$ cat src/rtl/ssid_pkg.sv
// ----------------------------------------------------------------------------
// ssid_pkg
// Shared types and constants for the sorted set insert/delete block.
// ----------------------------------------------------------------------------
package ssid_pkg;

    // Width of one set member
    localparam int VALUE_W = 32;

    // Default table depth
    localparam int DEFAULT_CAPACITY = 32;

    // Operation codes carried on the input tuser
    localparam logic OP_INSERT = 1'b0;
    localparam logic OP_DELETE = 1'b1;

    // Command broadcast to every cell in the update cycle
    typedef enum logic [1:0] {
        CMD_HOLD,
        CMD_INSERT,
        CMD_DELETE
    } cell_cmd_t;

    // Control group from the sequencer to the cell row
    typedef struct packed {
        cell_cmd_t                  cmd;
        logic signed [VALUE_W-1:0]  value;
        logic                       load_shadow;
        logic                       shift_shadow;
    } cell_ctrl_t;

    // Sequencer states
    typedef enum logic [1:0] {
        ST_IDLE,
        ST_UPDATE,
        ST_LIST
    } seq_state_t;

endpackage

$ cat src/rtl/ssid_cell.sv
// ----------------------------------------------------------------------------
// ssid_cell
// One slot of the sorted row: holds a member and a shadow copy used to
// stream the listing out toward slot 0.
// ----------------------------------------------------------------------------
module ssid_cell (
    input  logic                                   clk,
    input  ssid_pkg::cell_ctrl_t                   ctrl,
    input  logic                                   valid,
    input  logic                                   left_lt,
    input  logic signed [ssid_pkg::VALUE_W-1:0]    left_member,
    input  logic signed [ssid_pkg::VALUE_W-1:0]    right_member,
    input  logic signed [ssid_pkg::VALUE_W-1:0]    right_shadow,
    output logic signed [ssid_pkg::VALUE_W-1:0]    member,
    output logic signed [ssid_pkg::VALUE_W-1:0]    shadow,
    output logic                                   lt,
    output logic                                   eq
);
    import ssid_pkg::*;

    logic signed [VALUE_W-1:0] member_reg;
    logic signed [VALUE_W-1:0] member_next;
    logic signed [VALUE_W-1:0] shadow_reg;
    logic signed [VALUE_W-1:0] shadow_next;

    // Compare own member against the operand
    assign lt = valid && (member_reg < ctrl.value);
    assign eq = valid && (member_reg == ctrl.value);

    // Member update: keep, take operand, or shift from a neighbor
    always_comb
    begin
        member_next = member_reg;
        unique case (ctrl.cmd)
            CMD_INSERT:
            begin
                priority if (lt)
                    member_next = member_reg;
                else if (left_lt)
                    member_next = ctrl.value;
                else
                    member_next = left_member;
            end
            CMD_DELETE:
            begin
                if (!lt)
                    member_next = right_member;
            end
            default:
                member_next = member_reg;
        endcase
    end

    // Shadow: snapshot after update, then shift toward slot 0
    always_comb
    begin
        priority if (ctrl.load_shadow)
            shadow_next = member_next;
        else if (ctrl.shift_shadow)
            shadow_next = right_shadow;
        else
            shadow_next = shadow_reg;
    end

    always_ff @(posedge clk)
    begin
        member_reg <= member_next;
        shadow_reg <= shadow_next;
    end

    assign member = member_reg;
    assign shadow = shadow_reg;

endmodule
$ cat config.mk
export PLATFORM = sky130hd
export DESIGN_NAME = ssid_cell
export DESIGN_NICKNAME = d
export VERILOG_FILES = /design/src/rtl/ssid_pkg.sv /design/src/rtl/ssid_cell.sv
export SDC_FILE = /design/constraint.sdc
export NUM_CORES = 1
export LEC_CHECK = 0
export ABC_AREA = 1
export ABC_CLOCK_PERIOD_IN_PS = 2350
export CAP_MARGIN = 40
export CELL_PAD_IN_SITES_DETAIL_PLACEMENT = 0
export CELL_PAD_IN_SITES_GLOBAL_PLACEMENT = 1
export CORE_MARGIN = 2
export CORE_UTILIZATION = 25
export DETAILED_ROUTE_END_ITERATION = 16
export DONT_BUFFER_PORTS = 1
export PLACE_DENSITY_LB_ADDON = 0.1
export SLEW_MARGIN = 25
export SYNTH_ARGS = -nofsm -noshare
export SYNTH_HDL_FRONTEND = slang
export SYNTH_SLANG_ARGS = --single-unit
$ cat constraint.sdc
create_clock -name clk -period 2.35 [get_ports clk]
set_input_delay 0.3525 -clock clk [delete_from_list [all_inputs] [get_ports clk]]
set_output_delay 0.3525 -clock clk [all_outputs]
set_load 0.02 [all_outputs]
After elaboration in Yosys (flattened, before gate mapping)
Index checks and enable logic that the tools add are counted.

storage, ports and cells
  flip-flop bits (word level) = 64
  bits of input ports = 135
  output and inout port bits = 66
  word-level logic and storage cells = 15

operators by class
  order comparisons = 1
  equality and inequality tests = 3
  reductions and logical operators = 3
  muxes and demuxes = 6

operators with widths
  kind                  number
  $mux W32              5
  $pmux W32 S2          1
  $eq A32 B32 Y1        1
  $lt A32 B32 Y1        1
  $eq A2 B1 Y1 const B  1
  $eq A2 B2 Y1 const B  1
  $logic_and A1 B1 Y1   2
  $reduce_bool A2 Y1    1

Logic depth before layout (Yosys ltp)
  depth in word-level cells = 5
  mapped depth = 23
  depth with buffers taken out = 21

Least setup slack after synthesis
OpenSTA, ideal clock, no wires.

  kind = register -> register
  from = reg member_reg[31] (netlist: member[31])
  to = reg shadow_reg[10] (netlist: shadow[10]), data pin
  path slack = -0.009 ns
  clock period less this slack = 2.359 ns
  path buffers = 2
  required time = 2.096 ns
  setup time = 0.254 ns
  arrival = 2.105 ns
  stages on the path, launching flop included = 17
  path through = dfxtp_1 ha_1 a21oi_1 o21a_1 nand2_1 a21oi_1 nand2_1 nand2_2 nand3_2 buf_6 buf_6 nand2_1 nand2_1 nand2_1 nand3_1 nand3_1 nand2_1

on the way
  longest elaborated chain between the ends = 5
  elaborated cells between the ends (all ways) = 6
  classes of those cells = 1 x order compare; 4 x mux; 1 x reduce/logical

RTL lines
  item                         RTL line                          source
  start, declared              ssid_cell.sv:21                   logic signed [VALUE_W-1:0] member_reg;
  start signal, assigned       ssid_cell.sv:67                   member_reg <= member_next;
  $lt A32 B32 Y1 *             ssid_cell.sv:27                   assign lt = valid && (member_reg < ctrl.value);
  $logic_and A1 B1 Y1 *        ssid_cell.sv:27
  $mux W32 (on tied branches)  ssid_cell.sv:46, ssid_cell.sv:37
  $pmux W32 S2 *               ssid_cell.sv:34                   unique case (ctrl.cmd)
  $mux W32 *                   ssid_cell.sv:57                   priority if (ctrl.load_shadow)
  via shadow_next[10]          ssid_cell.sv:24                   logic signed [VALUE_W-1:0] shadow_next;
  end signal, assigned         ssid_cell.sv:68                   shadow_reg <= shadow_next;
  end, declared                ssid_cell.sv:23                   logic signed [VALUE_W-1:0] shadow_reg;

The timed path passes the listed nets; every way through them passes the cells marked *.
A chain may end at the register's enable or synchronous reset.

Final worst setup path
  from = reg member_reg[23] (netlist: member[23])
  to = out lt

on the way
  longest elaborated chain between the ends = 2

RTL lines
  item                 RTL line         source
  $lt A32 B32 Y1       ssid_cell.sv:27
  $logic_and A1 B1 Y1  ssid_cell.sv:27
  end, declared        ssid_cell.sv:16  output logic lt,

No other way between the ends.

==> metrics.cfg <==
[setup_path]
worst_setup_path_start_kind=register
cp.required_ps=2000
path_class=register to primary output
end_kind=primary output
critPathMaxFanout=3
path_cells=ha_4 > nand2_2 > buf_6 > nor4_4 > nand2_4 > nand3_4 > nand3_4 > buf_12 > inv_4 > buf_6
crit_arrival_ps=2080
crit_slowest_cell=dfxtp_2
max_stage_delay_ps=330

[synthesis]
syn_area_um2=4915
postSynthAreaPerCell_um2=6.669
yosysSeqAreaShare_pct=32.59
synthCells=737
synth.ff_latch_count=64
synth_cell_type_count=27
yosys.area.top_type_share_pct=22.23
synth_nets=906
ys_top_cells_by_area=nand2_1 22%, edfxtp_1 20%, dfxtp_1 13%
yosysTopAreaCell=nand2_1
yosys_warnings=0

[sta]
slew_violations=0
relSlewSlack_pct=63.06
setup_viol=22
whs_ps=196.5
fmax_mhz=411.8
period_minus_slack_ps=2429
hold_viol_final=0
fin_crit_sh_pct=103.3
rsz0062_at_grt=true
tightest_slew_ps=554.2
fin_skew_ps=7.985
fin_ws_ps=-78.53

[power]
p_switching_uw=2143
p_leak_uw=0.003226
swShare_pct=37.41
power_density_nw_per_um2=849.4
power_frac_comb_pct=42.6
share_clk_of_total_power_pct=28.8
p_seq_share_pct=28.6
ir_drop_mv=0.3213
p_int_uw=3586
total_power_uw=5730

[global_routing]
track_usage_pct=17.51
grt_max_degree=64
overflow=0
grt_pass1_vias=4866
grt_pass1_wl_mm=27.24
grt_antenna_before_repair=0

[placement]
dp_cells=1017
place.gp.congestion=0.7596
dpl_cell_area_um2=5532
dp_hpwl_mm=12.42
port-buffer-count=0

[finish]
drive_gt1_share_pct=33.59
fin_area_um2=6745
final_cells=1045
final_common_cell=nand2_1
fillCellCount=2107
area_growth_pct=37.25
diodes=0
final_cell_mix=260 x nand2_1, 51 x buf_4, 45 x nand3_2, 40 x inv_1, 38 x a21oi_1
nets=944

[worst_hold_path]
worst_hold_path_type=primary input to register

[detailed_routing]
drcViolationCount=0
drt_pass1_iterations=6
drt_iter0_markers=244
wl_per_cell_um=17.84
totalWireLength_mm=18.64
via_per_inst=4.767
postRouteAntennaNets=0
vias=4981

[clocking]
cts-root-buf=clkbuf_16
cts.sink_count=64
clkTransAtPathRegs_ps=60
clk_latency_ps=340
h-tree-depth=3
cts_buffers=9
cts_tree=done
holdBufCountCts=0
clock_path_buffers=2

[die]
core_region_area_um2=19400
initial_core_util_pct=25.34
die_x_um=144.2
num_rows=51
die-area_um2=20800
ios=201
die_h_um=144.2

[job]
cap_violations=0

[status]
status=complete, but fails checks
violations=negative setup slack

==> metal layers <==
metal	vias up	share of wire [%]	track usage, %
met4	0	1.7	6.285
met5	-	0	0
met3	23	7.5	4.007
li1	2475	-	-
met2	176	47	28.42
met1	2307	44	22.81
==> area by class of cell <==
cell class / count / area, um2 / share of cell area [%]
clock buffers: 11 / 252.7 / 3.747
clock inverters: 5 / 102.6 / 1.521
inverters: 45 / 171.4 / 2.541
multi-input cells: 585 / 3567 / 52.88
flip-flops and latches: 64 / 1623 / 24.06
well taps: 265 / 331.6 / 4.916
repair buffers: 70 / 696.9 / 10.33
==> critical path, delay by kind of cell, from the launching register on <==
family,cells,cell delay [ps]
adders and majority gates,1,270
buffers and inverters,4,410
DFF,1,330
and+or+nand+nor,5,730
==> cells in the mapped netlist <==
master and count:
clkinv_1 1, nor2_1 37, buf_2 6, and2_1 32, a21o_1 1, or2_2 32
nor3_1 2, buf_6 6, nand3_1 66, inv_1 42, clkbuf_1 25, nor2_2 1
a21oi_1 45, inv_2 2, nand4_1 34, nand2_1 291, o21ai_0 2, buf_1 6
mux2_2 1, o21a_1 2, nor4_2 1, edfxtp_1 32, dfxtp_1 32, nand2_2 1
nand3_2 2, ha_1 34, and3_1 1
==> final timing paths <==
check | slack, ps | startpoint | endpoint | cells after the start
worst min register to register | 610 | member[0] | member[0] | 3
worst max register to register | -50 | member[23] | shadow[15] | 15
worst min-delay path | 200 | right_shadow[13] | shadow[13] | 2
worst max-delay path | -80 | member[23] | lt | 10
==> what timing repair did <==
| action | 4_1_cts | 5_1_grt |
|---|---|---|
| gates cloned | 1 | 1 |
| pin swaps | 26 | 39 |
| resized for setup | 62 | 101 |
| setup endpoints to repair | 66 | 66 |
| buffers inserted | 10 | 1 |
==> power by group through the flow <==
| stage | clock, uW | sequential (uW) | combinational, uW |
|---|---|---|---|
| 2_1_floorplan | 0 | 1780 | 1160 |
| 3_3_place_gp | 0 | 1620 | 1950 |
| 3_5_place_dp | 0 | 1620 | 1950 |
| 4_1_cts | 1700 | 1620 | 2220 |
| 5_1_grt | 1740 | 1670 | 2710 |
| 6_report | 1650 | 1640 | 2440 |
==> stage by stage <==
step	TNS, ps	util [%]	setup WS [ps]
after floorplan	0	-	24.82
after global placement	-9979	28.52	-269.5
after detailed placement	-12480	28.52	-303.8
after CTS	-4937	32.28	-184.6
after global routing	-7098	34.77	-216.1
final	-530.2	34.77	-78.53
==> cells by family after synthesis <==
| group | count (synthesis) | synth area share [%] |
|---|---|---|
| muxes | 1 | 0.2291 |
| DFF | 64 | 32.59 |
| AOI/OAI and AO/OA | 50 | 5.244 |
| and+or+nand+nor | 500 | 45.49 |
| adders and majority gates | 34 | 8.656 |
| buffers and inverters | 88 | 7.790 |
Power figures use the tool's default switching activity.
